`src/rtl/core/stt_pkg.sv`:
```
// Shared types, constants and character-class functions for the source text tokenizer.
`default_nettype none

package stt_pkg;

    localparam int LINE_BITS_DEF   = 20;
    localparam int COLUMN_BITS_DEF = 16;
    localparam int OFFSET_BITS_DEF = 32;
    localparam int KIND_BITS       = 5;
    localparam int LEN_BITS        = 16;
    localparam int CFG_BITS        = 16;
    localparam int IDX_BITS        = 3;
    localparam int MAX_RESULTS     = 3;
    // power of two, at least 4
    localparam int FIFO_DEPTH      = 8;

    typedef enum logic [3:0] {
        M_IDLE, M_DONE, M_STR, M_CMT_A, M_CMT_B, M_CLOSE2, M_SYM, M_ALPHA,
        M_INT, M_FRAC, M_EXPS, M_EXP, M_HEX_X, M_HEX
    } t_mode;

    localparam logic [KIND_BITS-1:0] K_END     = 5'd0;
    localparam logic [KIND_BITS-1:0] K_ALPHA   = 5'd1;
    localparam logic [KIND_BITS-1:0] K_SYM     = 5'd2;
    localparam logic [KIND_BITS-1:0] K_COMMENT = 5'd3;
    localparam logic [KIND_BITS-1:0] K_INT     = 5'd4;
    localparam logic [KIND_BITS-1:0] K_FLOAT   = 5'd5;
    localparam logic [KIND_BITS-1:0] K_STRING  = 5'd6;
    localparam logic [KIND_BITS-1:0] K_CHAR    = 5'd7;
    localparam logic [KIND_BITS-1:0] K_DOT     = 5'd8;
    localparam logic [KIND_BITS-1:0] K_COMMA   = 5'd9;
    localparam logic [KIND_BITS-1:0] K_SEMI    = 5'd10;
    localparam logic [KIND_BITS-1:0] K_LPAREN  = 5'd11;
    localparam logic [KIND_BITS-1:0] K_RPAREN  = 5'd12;
    localparam logic [KIND_BITS-1:0] K_LBRACK  = 5'd13;
    localparam logic [KIND_BITS-1:0] K_RBRACK  = 5'd14;
    localparam logic [KIND_BITS-1:0] K_LBRACE  = 5'd15;
    localparam logic [KIND_BITS-1:0] K_RBRACE  = 5'd16;

    localparam logic [IDX_BITS-1:0] REG_CMT_OPEN  = 3'd0;
    localparam logic [IDX_BITS-1:0] REG_CMT_CLOSE = 3'd1;
    localparam logic [IDX_BITS-1:0] REG_ALT_OPEN  = 3'd2;
    localparam logic [IDX_BITS-1:0] REG_ALT_CLOSE = 3'd3;
    localparam logic [IDX_BITS-1:0] REG_HIDE      = 3'd4;

    localparam logic [CFG_BITS-1:0] CMT_OPEN_RST  = 16'd12079;
    localparam logic [CFG_BITS-1:0] CMT_CLOSE_RST = 16'd10;
    localparam logic [CFG_BITS-1:0] ALT_OPEN_RST  = 16'd10799;
    localparam logic [CFG_BITS-1:0] ALT_CLOSE_RST = 16'd12074;
    localparam logic                HIDE_RST      = 1'b1;

    typedef struct packed {
        logic [CFG_BITS-1:0] cmt_open;
        logic [CFG_BITS-1:0] cmt_close;
        logic [CFG_BITS-1:0] alt_open;
        logic [CFG_BITS-1:0] alt_close;
        logic                hide;
    } t_cfg;

    function automatic logic is_space(input logic [7:0] c);
        return c inside {[8'h09:8'h0D], 8'h20};
    endfunction

    function automatic logic is_digit(input logic [7:0] c);
        return c inside {["0":"9"]};
    endfunction

    function automatic logic is_letter(input logic [7:0] c);
        return c inside {["a":"z"], ["A":"Z"]};
    endfunction

    function automatic logic is_word(input logic [7:0] c);
        return is_letter(c) || is_digit(c) || (c == "_");
    endfunction

    function automatic logic is_xdigit(input logic [7:0] c);
        return c inside {["0":"9"], ["a":"f"], ["A":"F"]};
    endfunction

    function automatic logic is_expo(input logic [7:0] c);
        return (c == "e") || (c == "E");
    endfunction

    function automatic logic is_symbolic(input logic [7:0] c);
        return c inside {"+", "-", "*", "/", "\\", "<", "=", ">", "~", "!", "@", "#",
                         "$", "%", "^", "&", "|", ":"};
    endfunction

    // K_END when c is no punctuation
    function automatic logic [KIND_BITS-1:0] punct_kind(input logic [7:0] c);
        logic [KIND_BITS-1:0] k;
        case (c)
            ".":     k = K_DOT;
            ",":     k = K_COMMA;
            ";":     k = K_SEMI;
            "(":     k = K_LPAREN;
            ")":     k = K_RPAREN;
            "[":     k = K_LBRACK;
            "]":     k = K_RBRACK;
            "{":     k = K_LBRACE;
            "}":     k = K_RBRACE;
            default: k = K_END;
        endcase
        return k;
    endfunction

    // low byte first char, high byte second char or zero for a one-char delimiter
    function automatic logic delim_hit(input logic [CFG_BITS-1:0] dreg, input logic [7:0] c,
                                       input logic [7:0] n, input logic nv);
        return (c == dreg[7:0]) && ((dreg[15:8] == 8'h00) || (nv && (n == dreg[15:8])));
    endfunction

    // does the token in mode m continue with next char n
    function automatic logic accepts(input t_mode m, input logic [7:0] n);
        logic a;
        case (m)
            M_STR, M_CMT_A, M_CMT_B, M_CLOSE2: a = 1'b1;
            M_SYM:   a = is_symbolic(n);
            M_ALPHA: a = is_word(n);
            M_INT:   a = is_digit(n) || (n == "_") || (n == ".") || is_expo(n);
            M_FRAC:  a = is_digit(n) || (n == "_") || is_expo(n);
            M_EXPS:  a = is_digit(n) || (n == "+") || (n == "-");
            M_EXP:   a = is_digit(n);
            M_HEX_X: a = (n == "x");
            M_HEX:   a = is_xdigit(n);
            default: a = 1'b0;
        endcase
        return a;
    endfunction

endpackage

`default_nettype wire

```
`src/rtl/core/stt_scan.sv`:
```
// Scanner state and combinational step: held lookahead char, mode, position counters.
`default_nettype none

module stt_scan #(
    parameter int LINE_BITS   = stt_pkg::LINE_BITS_DEF,
    parameter int COLUMN_BITS = stt_pkg::COLUMN_BITS_DEF,
    parameter int OFFSET_BITS = stt_pkg::OFFSET_BITS_DEF
) (
    input  wire logic                                                    i_clk,
    input  wire logic                                                    i_rst_n,
    input  wire logic                                                    i_take,
    input  wire logic [7:0]                                              i_char_code,
    input  wire logic                                                    i_end_of_stream,
    input  wire stt_pkg::t_cfg                                           i_cfg,
    output logic [stt_pkg::MAX_RESULTS-1:0]                              o_push,
    output logic [stt_pkg::MAX_RESULTS-1:0][stt_pkg::KIND_BITS-1:0]      o_kind,
    output logic [stt_pkg::MAX_RESULTS-1:0][LINE_BITS-1:0]               o_line,
    output logic [stt_pkg::MAX_RESULTS-1:0][COLUMN_BITS-1:0]             o_column,
    output logic [stt_pkg::MAX_RESULTS-1:0][stt_pkg::LEN_BITS-1:0]       o_length,
    output logic [stt_pkg::MAX_RESULTS-1:0][OFFSET_BITS-1:0]             o_offset,
    output logic [stt_pkg::MAX_RESULTS-1:0]                              o_run_end
);

    localparam logic [LINE_BITS-1:0]        LINE_MAX = '1;
    localparam logic [COLUMN_BITS-1:0]      COL_MAX  = '1;
    localparam logic [OFFSET_BITS-1:0]      OFF_MAX  = '1;
    localparam logic [stt_pkg::LEN_BITS-1:0] LEN_MAX = '1;

    typedef struct packed {
        stt_pkg::t_mode                  mode;
        logic [stt_pkg::KIND_BITS-1:0]   kind;
        logic [7:0]                      prior;
        logic [OFFSET_BITS-1:0]          off;
        logic [LINE_BITS-1:0]            line;
        logic [COLUMN_BITS-1:0]          col;
        logic [OFFSET_BITS-1:0]          s_off;
        logic [LINE_BITS-1:0]            s_line;
        logic [COLUMN_BITS-1:0]          s_col;
        logic [stt_pkg::LEN_BITS-1:0]    len;
    } t_scan_st;

    function automatic logic [LINE_BITS-1:0] line_now(input logic [LINE_BITS-1:0] l);
        return (l != LINE_MAX) ? l + LINE_BITS'(1) : LINE_MAX;
    endfunction

    function automatic logic [COLUMN_BITS-1:0] col_now(input logic [COLUMN_BITS-1:0] c);
        return (c != COL_MAX) ? c + COLUMN_BITS'(1) : COL_MAX;
    endfunction

    function automatic t_scan_st count_char(input t_scan_st s, input logic [7:0] c);
        t_scan_st t;
        t = s;
        if (t.off != OFF_MAX) begin
            t.off = t.off + OFFSET_BITS'(1);
        end
        if (c == 8'h0A) begin
            if (t.line != LINE_MAX) begin
                t.line = t.line + LINE_BITS'(1);
            end
            t.col = '0;
        end else if (t.col != COL_MAX) begin
            t.col = t.col + COLUMN_BITS'(1);
        end
        return t;
    endfunction

    // scan char c with lookahead n (valid when nv)
    function automatic t_scan_st scan_char(input t_scan_st s, input logic [7:0] c,
                                           input logic [7:0] n, input logic nv,
                                           input stt_pkg::t_cfg cfg, output logic emit);
        t_scan_st                      t;
        logic [stt_pkg::CFG_BITS-1:0]  creg;
        logic [7:0]                    quote;
        logic [stt_pkg::KIND_BITS-1:0] pk;
        t     = s;
        emit  = 1'b0;
        creg  = (s.mode == stt_pkg::M_CMT_A) ? cfg.cmt_close : cfg.alt_close;
        quote = (s.kind == stt_pkg::K_STRING) ? 8'h22 : 8'h27;
        pk    = stt_pkg::punct_kind(c);
        if ((s.mode == stt_pkg::M_IDLE) && stt_pkg::is_space(c)) begin
            t.prior = c;
            t = count_char(t, c);
        end else begin
            if (s.mode == stt_pkg::M_IDLE) begin
                t.s_off  = s.off;
                t.s_line = line_now(s.line);
                t.s_col  = col_now(s.col);
                t.len    = '0;
                if (c == 8'h22) begin
                    t.kind = stt_pkg::K_STRING;
                    t.mode = stt_pkg::M_STR;
                end else if (c == 8'h27) begin
                    t.kind = stt_pkg::K_CHAR;
                    t.mode = stt_pkg::M_STR;
                end else if (stt_pkg::delim_hit(cfg.cmt_open, c, n, nv)) begin
                    t.kind = stt_pkg::K_COMMENT;
                    t.mode = stt_pkg::M_CMT_A;
                end else if (stt_pkg::delim_hit(cfg.alt_open, c, n, nv)) begin
                    t.kind = stt_pkg::K_COMMENT;
                    t.mode = stt_pkg::M_CMT_B;
                end else if (pk != stt_pkg::K_END) begin
                    t.kind = pk;
                    t.mode = stt_pkg::M_DONE;
                end else if (stt_pkg::is_digit(c)) begin
                    t.kind = stt_pkg::K_INT;
                    t.mode = ((c == "0") && nv && (n == "x")) ? stt_pkg::M_HEX_X
                                                              : stt_pkg::M_INT;
                end else if (stt_pkg::is_symbolic(c)) begin
                    t.kind = stt_pkg::K_SYM;
                    t.mode = stt_pkg::M_SYM;
                end else begin
                    t.kind = stt_pkg::K_ALPHA;
                    t.mode = (stt_pkg::is_letter(c) || (c == "_")) ? stt_pkg::M_ALPHA
                                                                   : stt_pkg::M_DONE;
                end
            end else begin
                case (s.mode)
                    stt_pkg::M_STR: begin
                        if ((c == quote) && (s.prior != 8'h5C)) begin
                            t.mode = stt_pkg::M_DONE;
                        end
                    end
                    stt_pkg::M_CMT_A, stt_pkg::M_CMT_B: begin
                        if (c == creg[7:0]) begin
                            if (creg[15:8] == 8'h00) begin
                                t.mode = stt_pkg::M_DONE;
                            end else if (nv && (n == creg[15:8])) begin
                                t.mode = stt_pkg::M_CLOSE2;
                            end
                        end
                    end
                    stt_pkg::M_CLOSE2: t.mode = stt_pkg::M_DONE;
                    stt_pkg::M_INT: begin
                        if (c == ".") begin
                            t.kind = stt_pkg::K_FLOAT;
                            t.mode = stt_pkg::M_FRAC;
                        end else if (stt_pkg::is_expo(c)) begin
                            t.kind = stt_pkg::K_FLOAT;
                            t.mode = stt_pkg::M_EXPS;
                        end
                    end
                    stt_pkg::M_FRAC: begin
                        if (stt_pkg::is_expo(c)) begin
                            t.mode = stt_pkg::M_EXPS;
                        end
                    end
                    stt_pkg::M_EXPS:  t.mode = stt_pkg::M_EXP;
                    stt_pkg::M_HEX_X: t.mode = stt_pkg::M_HEX;
                    default:          t.mode = s.mode;
                endcase
            end
            if (t.len != LEN_MAX) begin
                t.len = t.len + stt_pkg::LEN_BITS'(1);
            end
            t.prior = c;
            t = count_char(t, c);
            if (!nv || !stt_pkg::accepts(t.mode, n)) begin
                emit   = !((t.kind == stt_pkg::K_COMMENT) && cfg.hide);
                t.mode = stt_pkg::M_IDLE;
            end
        end
        return t;
    endfunction

    t_scan_st   r_st, n_st;
    logic [7:0] r_held, n_held;
    logic       r_held_valid, n_held_valid;

    t_scan_st   w_s1, w_s2;
    logic       w_v1, w_v2;

    // held char scanned against the new char, then the new char itself at end of text
    always_comb begin
        w_s1 = r_st;
        w_v1 = 1'b0;
        if (r_held_valid) begin
            w_s1 = scan_char(r_st, r_held, i_char_code, 1'b1, i_cfg, w_v1);
        end
        w_s2 = scan_char(w_s1, i_char_code, 8'h00, 1'b0, i_cfg, w_v2);
    end

    always_comb begin
        if (i_end_of_stream) begin
            n_st         = '0;
            n_held       = 8'h00;
            n_held_valid = 1'b0;
        end else begin
            n_st         = w_s1;
            n_held       = i_char_code;
            n_held_valid = 1'b1;
        end
    end

    always_comb begin
        o_push[0]    = i_take && w_v1;
        o_kind[0]    = w_s1.kind;
        o_line[0]    = w_s1.s_line;
        o_column[0]  = w_s1.s_col;
        o_length[0]  = w_s1.len;
        o_offset[0]  = w_s1.s_off;
        o_run_end[0] = !i_end_of_stream;

        o_push[1]    = i_take && i_end_of_stream && w_v2;
        o_kind[1]    = w_s2.kind;
        o_line[1]    = w_s2.s_line;
        o_column[1]  = w_s2.s_col;
        o_length[1]  = w_s2.len;
        o_offset[1]  = w_s2.s_off;
        o_run_end[1] = 1'b0;

        o_push[2]    = i_take && i_end_of_stream;
        o_kind[2]    = stt_pkg::K_END;
        o_line[2]    = line_now(w_s2.line);
        o_column[2]  = col_now(w_s2.col);
        o_length[2]  = stt_pkg::LEN_BITS'(1);
        o_offset[2]  = w_s2.off;
        o_run_end[2] = 1'b1;
    end

    always_ff @(posedge i_clk) begin
        if (!i_rst_n) begin
            r_st         <= '0;
            r_held       <= 8'h00;
            r_held_valid <= 1'b0;
        end else if (i_take) begin
            r_st         <= n_st;
            r_held       <= n_held;
            r_held_valid <= n_held_valid;
        end
    end

endmodule

`default_nettype wire

```
`src/rtl/core/stt_fifo.sv`:
```
// Result queue: up to LANES pushes per cycle, one pop per cycle.
`default_nettype none

module stt_fifo #(
    parameter int WIDTH = 8,
    parameter int DEPTH = stt_pkg::FIFO_DEPTH,
    parameter int LANES = stt_pkg::MAX_RESULTS
) (
    input  wire logic                        i_clk,
    input  wire logic                        i_rst_n,
    input  wire logic [LANES-1:0]            i_push,
    input  wire logic [LANES-1:0][WIDTH-1:0] i_data,
    output logic                             o_space,
    output logic                             o_valid,
    input  wire logic                        i_ready,
    output logic [WIDTH-1:0]                 o_data
);

    localparam int AW = $clog2(DEPTH);
    localparam int CW = AW + 1;

    logic [WIDTH-1:0]          r_mem [DEPTH];
    logic [AW-1:0]             r_wptr, n_wptr;
    logic [AW-1:0]             r_rptr;
    logic [CW-1:0]             r_count, n_count;
    logic [LANES-1:0][AW-1:0]  w_idx;
    logic [CW-1:0]             w_npush;
    logic                      w_pop;

    assign o_valid = (r_count != '0);
    assign o_space = (r_count <= CW'(DEPTH - LANES));
    assign o_data  = r_mem[r_rptr];
    assign w_pop   = o_valid && i_ready;

    always_comb begin
        n_wptr  = r_wptr;
        w_npush = '0;
        for (int i = 0; i < LANES; i++) begin
            w_idx[i] = n_wptr;
            n_wptr   = n_wptr + AW'(i_push[i]);
            w_npush  = w_npush + CW'(i_push[i]);
        end
        n_count = r_count + w_npush - CW'(w_pop);
    end

    always_ff @(posedge i_clk) begin
        for (int i = 0; i < LANES; i++) begin
            if (i_push[i]) begin
                r_mem[w_idx[i]] <= i_data[i];
            end
        end
    end

    always_ff @(posedge i_clk) begin
        if (!i_rst_n) begin
            r_wptr  <= '0;
            r_rptr  <= '0;
            r_count <= '0;
        end else begin
            r_wptr  <= n_wptr;
            r_count <= n_count;
            if (w_pop) begin
                r_rptr <= r_rptr + AW'(1);
            end
        end
    end

endmodule

`default_nettype wire

```
`src/rtl/core/source_text_tokenizer_top.sv`:
```
// Source text tokenizer top level: config registers, scanner and result queue.
//
// Usage:
//  - Input channel (i_valid/o_ready): one source byte per transfer; i_end_of_stream
//    marks the last byte of a text. Each byte is held as lookahead; the byte before
//    it is scanned when it arrives, so a token is finished one byte late.
//  - Output channel (o_valid/i_ready): one token per transfer, in order. One input
//    transfer yields 0 to 3 tokens; o_run_end flags the last one of that transfer.
//    The final byte of a text yields its pending token(s) plus an end token.
//  - Config channel (i_cfg_valid/o_cfg_ready): register index and data, always
//    ready; write only while no transfer is in flight.
//  - Tokens of an input transfer are registered into the queue behind earlier ones.
//  - Throughput: one byte per cycle; the 8-entry result queue accepts a byte only
//    while it has room for 3 tokens, so a stalled receiver backs up the input once
//    the queue fills. Only a final byte can yield 2-3 tokens, drained at one per cycle.
//  - Reset: scanner restarts at offset 0, line 1, column 1, queue empties and the
//    config registers return to their defaults. End of text restarts the scanner
//    the same way but keeps the config and the queue contents.
`default_nettype none

module source_text_tokenizer_top #(
    parameter int LINE_BITS   = stt_pkg::LINE_BITS_DEF,
    parameter int COLUMN_BITS = stt_pkg::COLUMN_BITS_DEF,
    parameter int OFFSET_BITS = stt_pkg::OFFSET_BITS_DEF
) (
    input  wire logic                            i_clk,
    input  wire logic                            i_rst_n,

    input  wire logic                            i_valid,
    output logic                                 o_ready,
    input  wire logic [7:0]                      i_char_code,
    input  wire logic                            i_end_of_stream,

    output logic                                 o_valid,
    input  wire logic                            i_ready,
    output logic [stt_pkg::KIND_BITS-1:0]        o_token_kind,
    output logic [LINE_BITS-1:0]                 o_token_line,
    output logic [COLUMN_BITS-1:0]               o_token_column,
    output logic [stt_pkg::LEN_BITS-1:0]         o_token_length,
    output logic [OFFSET_BITS-1:0]               o_token_offset,
    output logic                                 o_run_end,

    input  wire logic                            i_cfg_valid,
    output logic                                 o_cfg_ready,
    input  wire logic [stt_pkg::IDX_BITS-1:0]    i_cfg_index,
    input  wire logic [stt_pkg::CFG_BITS-1:0]    i_cfg_data
);

    localparam int LANES = stt_pkg::MAX_RESULTS;

    typedef struct packed {
        logic [stt_pkg::KIND_BITS-1:0] kind;
        logic [LINE_BITS-1:0]          line;
        logic [COLUMN_BITS-1:0]        col;
        logic [stt_pkg::LEN_BITS-1:0]  len;
        logic [OFFSET_BITS-1:0]        off;
        logic                          run_end;
    } t_entry;

    localparam int ENTRY_W = $bits(t_entry);

    stt_pkg::t_cfg                                   r_cfg;
    logic                                            w_take;
    logic [LANES-1:0]                                w_push;
    logic [LANES-1:0][stt_pkg::KIND_BITS-1:0]        w_kind;
    logic [LANES-1:0][LINE_BITS-1:0]                 w_line;
    logic [LANES-1:0][COLUMN_BITS-1:0]               w_col;
    logic [LANES-1:0][stt_pkg::LEN_BITS-1:0]         w_len;
    logic [LANES-1:0][OFFSET_BITS-1:0]               w_off;
    logic [LANES-1:0]                                w_run_end;
    logic [LANES-1:0][ENTRY_W-1:0]                   w_lane_data;
    logic [ENTRY_W-1:0]                              w_head_bits;
    t_entry                                          w_head;

    assign o_cfg_ready = 1'b1;
    assign w_take      = i_valid && o_ready;

    always_ff @(posedge i_clk) begin
        if (!i_rst_n) begin
            r_cfg.cmt_open  <= stt_pkg::CMT_OPEN_RST;
            r_cfg.cmt_close <= stt_pkg::CMT_CLOSE_RST;
            r_cfg.alt_open  <= stt_pkg::ALT_OPEN_RST;
            r_cfg.alt_close <= stt_pkg::ALT_CLOSE_RST;
            r_cfg.hide      <= stt_pkg::HIDE_RST;
        end else if (i_cfg_valid) begin
            case (i_cfg_index)
                stt_pkg::REG_CMT_OPEN:  r_cfg.cmt_open  <= i_cfg_data;
                stt_pkg::REG_CMT_CLOSE: r_cfg.cmt_close <= i_cfg_data;
                stt_pkg::REG_ALT_OPEN:  r_cfg.alt_open  <= i_cfg_data;
                stt_pkg::REG_ALT_CLOSE: r_cfg.alt_close <= i_cfg_data;
                stt_pkg::REG_HIDE:      r_cfg.hide      <= i_cfg_data[0];
                default: ;
            endcase
        end
    end

    stt_scan #(
        .LINE_BITS   (LINE_BITS),
        .COLUMN_BITS (COLUMN_BITS),
        .OFFSET_BITS (OFFSET_BITS)
    ) u_scan (
        .i_clk           (i_clk),
        .i_rst_n         (i_rst_n),
        .i_take          (w_take),
        .i_char_code     (i_char_code),
        .i_end_of_stream (i_end_of_stream),
        .i_cfg           (r_cfg),
        .o_push          (w_push),
        .o_kind          (w_kind),
        .o_line          (w_line),
        .o_column        (w_col),
        .o_length        (w_len),
        .o_offset        (w_off),
        .o_run_end       (w_run_end)
    );

    always_comb begin
        for (int i = 0; i < LANES; i++) begin
            w_lane_data[i] = {w_kind[i], w_line[i], w_col[i], w_len[i], w_off[i],
                              w_run_end[i]};
        end
    end

    stt_fifo #(
        .WIDTH (ENTRY_W),
        .DEPTH (stt_pkg::FIFO_DEPTH),
        .LANES (LANES)
    ) u_fifo (
        .i_clk   (i_clk),
        .i_rst_n (i_rst_n),
        .i_push  (w_push),
        .i_data  (w_lane_data),
        .o_space (o_ready),
        .o_valid (o_valid),
        .i_ready (i_ready),
        .o_data  (w_head_bits)
    );

    assign w_head         = w_head_bits;
    assign o_token_kind   = w_head.kind;
    assign o_token_line   = w_head.line;
    assign o_token_column = w_head.col;
    assign o_token_length = w_head.len;
    assign o_token_offset = w_head.off;
    assign o_run_end      = w_head.run_end;

    a_end_token: assert property (@(posedge i_clk) disable iff (!i_rst_n)
        (w_take && i_end_of_stream) |-> w_push[2])
        else $error("end of text without end token");

    a_push_on_take: assert property (@(posedge i_clk) disable iff (!i_rst_n)
        (w_push != '0) |-> w_take)
        else $error("token pushed without input transfer");

    a_lane_order: assert property (@(posedge i_clk) disable iff (!i_rst_n)
        w_push[1] |-> w_push[2])
        else $error("last-byte token without end token");

    a_ready_drop: assert property (@(posedge i_clk) disable iff (!i_rst_n)
        $fell(o_ready) |-> $past(w_push != '0))
        else $error("input stalled without queue growth");

endmodule

`default_nettype wire
```
`config.mk`:
```
export PLATFORM = sky130hd
export DESIGN_NAME = source_text_tokenizer_top
export DESIGN_NICKNAME = d
export VERILOG_FILES = /design/src/rtl/core/stt_pkg.sv /design/src/rtl/core/stt_scan.sv /design/src/rtl/core/stt_fifo.sv /design/src/rtl/core/source_text_tokenizer_top.sv
export SDC_FILE = /design/constraint.sdc
export NUM_CORES = 2
export LEC_CHECK = 0
export BUFFER_PORTS_ARGS = -buffer_cell sky130_fd_sc_hd__buf_4
export CORE_ASPECT_RATIO = 1.75
export CORE_MARGIN = 2
export CORE_UTILIZATION = 28
export CTS_CLUSTER_SIZE = 16
export DETAILED_ROUTE_END_ITERATION = 10
export PLACE_DENSITY = 0.52
export SLEW_MARGIN = 30
export SYNTH_ARGS = -nofsm -noshare
export SYNTH_HDL_FRONTEND = slang
export SYNTH_HIERARCHICAL = 1
export SYNTH_SLANG_ARGS = --single-unit
```
`constraint.sdc`:
```
create_clock -name i_clk -period 9.8 [get_ports i_clk]
set_input_delay 1.96 -clock i_clk [delete_from_list [all_inputs] [get_ports i_clk]]
set_output_delay 1.96 -clock i_clk [all_outputs]
set_load 0.1 [all_outputs]
```
* Word-level counts from Yosys, hierarchy flattened
Memories as Yosys holds them, arrays and structs flattened. A register that Yosys moved wholly into a read port is not among the register bits.
Index checks and enable logic that the tools add are counted.
** Operators by class
- Order comparisons :: 19
- Divide/modulo/power cells :: 0
- Reductions and logical operators :: 64
- $mul :: 0
- Add/sub/neg operators :: 18
- Bitwise gates (word level) :: 0
- Shift operators :: 0
- Equal/unequal tests :: 118
- Multiplexer cells :: 83
** Operators by type and width (number)
- 169-bit 2-to-1 mux :: 3
- 84-bit 2-to-1 mux :: 5
- 8-bit by 6-bit equality test with 1-bit output, second input constant :: 43
- 8-bit by 7-bit equality test with 1-bit output, second input constant :: 25
- 165-bit 2-to-1 mux :: 1
- 16-bit 2-to-1 mux :: 10
- 20-bit 2-to-1 mux :: 7
- 9-bit 2-to-1 mux :: 14
- 5-bit one-hot mux with 9 select lines :: 2
- 16-bit by 1-bit adder with 16-bit output, second input constant :: 5
- 16-bit != test, second input constant :: 5
- 8-bit equality test :: 9
- 32-bit by 1-bit adder with 32-bit output, second input constant :: 2
- 32-bit 2-to-1 mux :: 2
- 32-bit != test, second input constant :: 2
- 20-bit by 1-bit adder with 20-bit output, second input constant :: 3
- 20-bit != test, second input constant :: 3
- 5-bit 2-to-1 mux :: 11
- 8-bit by 7-bit <= comparator with 1-bit output, second input constant :: 6
- 4-bit equality test, second input constant :: 11
- 18-bit nonzero test :: 2
- 8-bit by 7-bit greater-or-equal comparator with 1-bit output, second input constant :: 4
- 4-bit one-hot mux with 7 select lines :: 1
- 1-bit logical AND :: 25
- 38 further kinds :: 101
** Storage, ports and cells
- Latch bits :: 0
- Memory bits (read-only) :: 0
- Memories :: 1
- Memory bits (writable) :: 720
- Logic and storage cells :: 323
- Output and inout bits :: 93
- Register bits after elaboration :: 253
- Input bits :: 33
** Memory list
- u_fifo.r_mem :: words 8, width 90, rd ports 1, clocked after Yosys merged registers in 1, write ports 3, line stt_fifo.sv:22 : logic [WIDTH-1:0] r_mem [DEPTH];

* Longest topological paths before layout
- Word-level depth :: 37
- Gate-level depth with buffers :: 32
- Depth with buffers taken out :: 27

* Modules after synthesis
The synthesis kept the hierarchy.
** Modules (own cells, without submodules)
- stt_fifo :: cells an instance 4629, area an instance 43156.4 µm², sequential area each 21881.0 µm², times used 1
- stt_scan :: cells an instance 2636, area an instance 18617.9 µm², sequential area each 3563.4 µm², times used 1
- source_text_tokenizer_top :: cells an instance 248, area an instance 2587.5 µm², sequential area each 1301.2 µm², times used 1

* Worst setup path after synthesis
No wires, ideal clock.
- Path kind :: in2reg
- Start point :: in i_char_code[3]
- End point :: mem u_fifo/r_mem[0][0] in the netlist's numbering, enable pin
- Library setup time :: 0.562 ns
- Slack :: -0.842 ns
- Arrival time :: 10.080 ns
- Required time :: 9.238 ns
- Path buffers :: 2
- Stages :: 16
- Path through :: clkbuf_1 xnor2_1 nand4_1 o21ai_0 a21oi_1 a221o_1 or2_2 o311ai_0 a22o_1 a21oi_1 a221o_1 o2111ai_1 o311a_1 or3b_2 clkbuf_1 o211ai_1
** RTL lines
- from (decl) :: line source_text_tokenizer_top.sv:31 : input wire logic [7:0] i_char_code,
- to (decl) :: line stt_fifo.sv:22

==> impl_metrics.env <==
export IMPL_start_util_pct=28.17
export IMPL_synthTopCellsByCount="sky130_fd_sc_hd__nand2_1 (1738), sky130_fd_sc_hd__nor2_1 (937), sky130_fd_sc_hd__a31oi_1 (752), sky130_fd_sc_hd__edfxtp_1 (720), sky130_fd_sc_hd__clkbuf_1 (419)"
export IMPL_avgRoutedWirePerCell_um=24.94
export IMPL_place_congestion=0.8855
export IMPL_number_of_synthesized_flops_with_an_enable_pin=720
export IMPL_cts_made_buffers=98
export IMPL_p_int_w=0.009035
export IMPL_synthTopCellsByArea="sky130_fd_sc_hd__edfxtp_1 (34%), sky130_fd_sc_hd__nand2_1 (10%), sky130_fd_sc_hd__dfxtp_1 (8.0%)"
export IMPL_timing_hold_worst_class="flip-flop to flip-flop"
export IMPL_std_cell_rows=232
export IMPL_final_min_clock_period_ns=7.894
export IMPL_grt_max_degree=181
export IMPL_clock_latency_late_sink_ns=0.76
export IMPL_drv_max_cap_violation_count=0
export IMPL_ctsResizeCount=0
export IMPL_fin_area_um2=70800
export IMPL_numPlacedInstances=9973
export IMPL_power_share_switching_pct=42.73
export IMPL_placed_area_um2=67210
export IMPL_area_delta_synth_final_pct=9.996
export IMPL_ys_dominant_reg_cell="sky130_fd_sc_hd__edfxtp_1"
export IMPL_cts_root_to_sink_buffers=3
export IMPL_hold_slack_ns=0.4581
export IMPL_final_hold_fails=0
export IMPL_detail_route_antenna_nets=0
export IMPL_postCtsSetupBuffers=0
export IMPL_critPathMaxStageDelay_ns=0.72
export IMPL_grt_overflow_total=0
export IMPL_cts_hold_buf=0
export IMPL_setup_viol=0
export IMPL_cp_buffers_inverters=2
export IMPL_synth_async_sr_flop_share_pct=0
export IMPL_cts_tree="yes"
export IMPL_port_buffers=124
export IMPL_timing_worst_slew_pin_value_ns=1.072
export IMPL_setup_tns_ns=0
export IMPL_drt_first_iter_violations=6779
export IMPL_pre_cts_ws_ns=1.479
export IMPL_synth_most_common_cell="sky130_fd_sc_hd__nand2_1"
export IMPL_design_portCount=126
export IMPL_drt_total_wl_mm=253.5
export IMPL_grt_pass1_wl_mm=371.9
export IMPL_post_drt_via_cell_ratio=5.657
export IMPL_yosysWarnings=6
export IMPL_layout_nets=7098
export IMPL_power_frac_comb_pct=40.4
export IMPL_netlist_area_leader_share_pct=33.59
export IMPL_clock_skew_ns=0.08000
export IMPL_post_route_cells_drive_above_1_share_pct=11.67
export IMPL_path_max_fanout=14
export IMPL_grt_pass1_vias=55540
export IMPL_outcome="finished clean"
export IMPL_yosysTopAreaCell="sky130_fd_sc_hd__edfxtp_1"
export IMPL_sequentialPowerShare_pct=33.3
export IMPL_detailroute_via_count=57490
export IMPL_netlist_area_um2=64360
export IMPL_timing_fmax_mhz=126.7
export IMPL_core_area_um2=228400
export IMPL_layout_setup_ws_ns=1.906
export IMPL_synth_seq_cells=976
export IMPL_switching_power_w=0.006741
export IMPL_ys_seq_area_share_pct=41.56
export IMPL_post_synth_inst_count=7513
export IMPL_vdd_drop_max_mv=0.1888
export IMPL_antenna_found_initial=8
export IMPL_groute_usage_overall_pct=20.88
export IMPL_critical_path_required_ns=10.37
export IMPL_detail_route_drc_violations=0
export IMPL_floorplan_die_height_um=638.2
export IMPL_cellPowerDensity_nw_per_um2=222.8
export IMPL_chipWidth_um=366.4
export IMPL_final_max_slew_viol_count=0
export IMPL_count_of_distinct_cell_types_in_the_synthesized_netlist=111
export IMPL_numClockSinks=976
export IMPL_critical_path_slowest_cell="sky130_fd_sc_hd__mux2i_1"
export IMPL_clk_pin_slew_worst_paths_ns=0.07
export IMPL_htree_num_levels=3
export IMPL_setup_worst_path_class="flip-flop to flip-flop"
export IMPL_synth_avg_cell_area_um2=8.567
export IMPL_finalNonFillerCells=10160
export IMPL_power_frac_clock_pct=26.3
export IMPL_dp_hpwl_mm=152.5
export IMPL_max_slew_margin_rel_pct=28.56
export IMPL_static_leak_nw=23.29
export IMPL_grt_setup_unrepaired="false"
export IMPL_cp_end_kind="flip-flop"
export IMPL_final_min_period_over_clock_period_pct=80.55
export IMPL_start_kind="flip-flop"
export IMPL_total_iterations_of_the_first_detailed_routing_run=6
export IMPL_die_area_um2=233900
export IMPL_timing_critical_path_max_delay_family="simple AND/OR/NAND/NOR gates"
export IMPL_clk_root_buffer_cell="sky130_fd_sc_hd__clkbuf_16"
export IMPL_worst_endpoint_arrival_ns=8.46
[path summary, 6_finish.rpt]
path | start | endpoint | slack [ns] | cells past startpoint
setup / recovery | u_scan/r_st[100] | u_fifo/r_mem[7][84] | 1.91 | 27
setup reg to reg | u_scan/r_st[100] | u_fifo/r_mem[7][84] | 1.91 | 27
hold reg to reg | r_cfg[40] | r_cfg[40] | 0.46 | 2
hold / removal | r_cfg[40] | r_cfg[40] | 0.46 | 2
[registers in the layout, summed over array words and instances, names as in the netlist, named ones only]
| signal | flops |
|---|---|
| u_fifo/r_mem | 720 |
| r_cfg | 65 |
| u_fifo/r_wptr | 3 |
| u_fifo/r_rptr | 3 |
| u_scan/r_st | 169 |
| u_scan/r_held | 8 |
| u_fifo/r_count | 4 |
| u_scan/r_held_valid | 1 |
[power by group through the flow]
stage | logic (W) | registers, W | clock network (W)
5_1_grt | 0.00665 | 0.00529 | 0.00435
3_5_place_dp | 0.00638 | 0.00535 | 0
6_report | 0.00637 | 0.00526 | 0.00415
4_1_cts | 0.00639 | 0.00526 | 0.00422
3_3_place_gp | 0.00634 | 0.00533 | 0
2_1_floorplan | 0.00458 | 0.00528 | 0
[logic make-up (layout without fill, tap and decap cells)]
logic type | count (synthesis) | after routing | synth area share, %
xor gates and xnor gates | 251 | 251 | 3.441
DFF | 976 | 976 | 41.56
AOI/OAI and AO/OA | 1401 | 1401 | 14.31
adders and majority gates | 31 | 31 | 0.6260
other | 3 | 25 | 0.01749
and+or+nand+nor | 3425 | 3425 | 23.01
muxes | 423 | 423 | 10.28
buffers and inverters | 1003 | 589 | 6.767
[worst register-to-register path, delay by kind of cell, from the launching register on]
kind,cells,cell delay [ns]
buffers and inverters,2,0.24
adders and majority gates,5,1.57
AOI/OAI and AO/OA,3,0.76
DFF,1,0.53
muxes,3,1.18
and+or+nand+nor,14,3.48
[cell usage in the layout (no fill, tap or decap), types with 23 or more instances in the layout]
| cell type | n |
|---|---|
| sky130_fd_sc_hd__nand2_1 | 1723 |
| sky130_fd_sc_hd__nor2_1 | 929 |
| sky130_fd_sc_hd__a31oi_1 | 751 |
| sky130_fd_sc_hd__edfxtp_1 | 720 |
| sky130_fd_sc_hd__dfxtp_1 | 252 |
| sky130_fd_sc_hd__buf_4 | 247 |
| sky130_fd_sc_hd__nor2b_1 | 206 |
| sky130_fd_sc_hd__xnor2_1 | 181 |
| sky130_fd_sc_hd__mux4_2 | 180 |
| sky130_fd_sc_hd__mux2i_1 | 144 |
| sky130_fd_sc_hd__a21oi_1 | 139 |
| sky130_fd_sc_hd__a22oi_1 | 123 |
| sky130_fd_sc_hd__inv_1 | 120 |
| sky130_fd_sc_hd__clkbuf_16 | 100 |
| sky130_fd_sc_hd__mux2_2 | 98 |
| sky130_fd_sc_hd__o21ai_0 | 92 |
| sky130_fd_sc_hd__nand3_1 | 88 |
| sky130_fd_sc_hd__nor3_1 | 74 |
| sky130_fd_sc_hd__and2_1 | 67 |
| sky130_fd_sc_hd__xor2_1 | 63 |
| sky130_fd_sc_hd__nand4_1 | 55 |
| sky130_fd_sc_hd__nor4_1 | 47 |
| sky130_fd_sc_hd__o22ai_1 | 41 |
| sky130_fd_sc_hd__and3_1 | 39 |
| sky130_fd_sc_hd__ha_1 | 29 |
| sky130_fd_sc_hd__buf_12 | 28 |
| sky130_fd_sc_hd__conb_1 | 24 |
| sky130_fd_sc_hd__or3_1 | 23 |
[metrics by stage]
step	util (%)	total power (W)
2_1_floorplan	-	0.009867
3_3_place_gp	29.39	0.01167
3_5_place_dp	29.42	0.01173
4_1_cts	30.94	0.01587
5_1_grt	30.99	0.01630
6_report	30.99	0.01578
[final cells by class]
type                    count  area, µm²
well taps                3042       3806
diodes                      1      2.502
repair buffers            281       2531
flip-flops and latches    976      26760
inverters                 122      462.9
multi-input cells        5555      33770
clock buffers             137       2791
clock inverters            49      675.6
fillers                 23600     157700
[layer usage]
metal / up-vias / routed length (µm) / GRT usage, %
met5: - / 0 / 0
met3: 672 / 19180 / 2.718
met4: 0 / 12090 / 9.655
met1: 28290 / 95820 / 24.94
met2: 3008 / 126400 / 37.04
li1: 25520 / - / -
(Power assumes the default switching activity.)
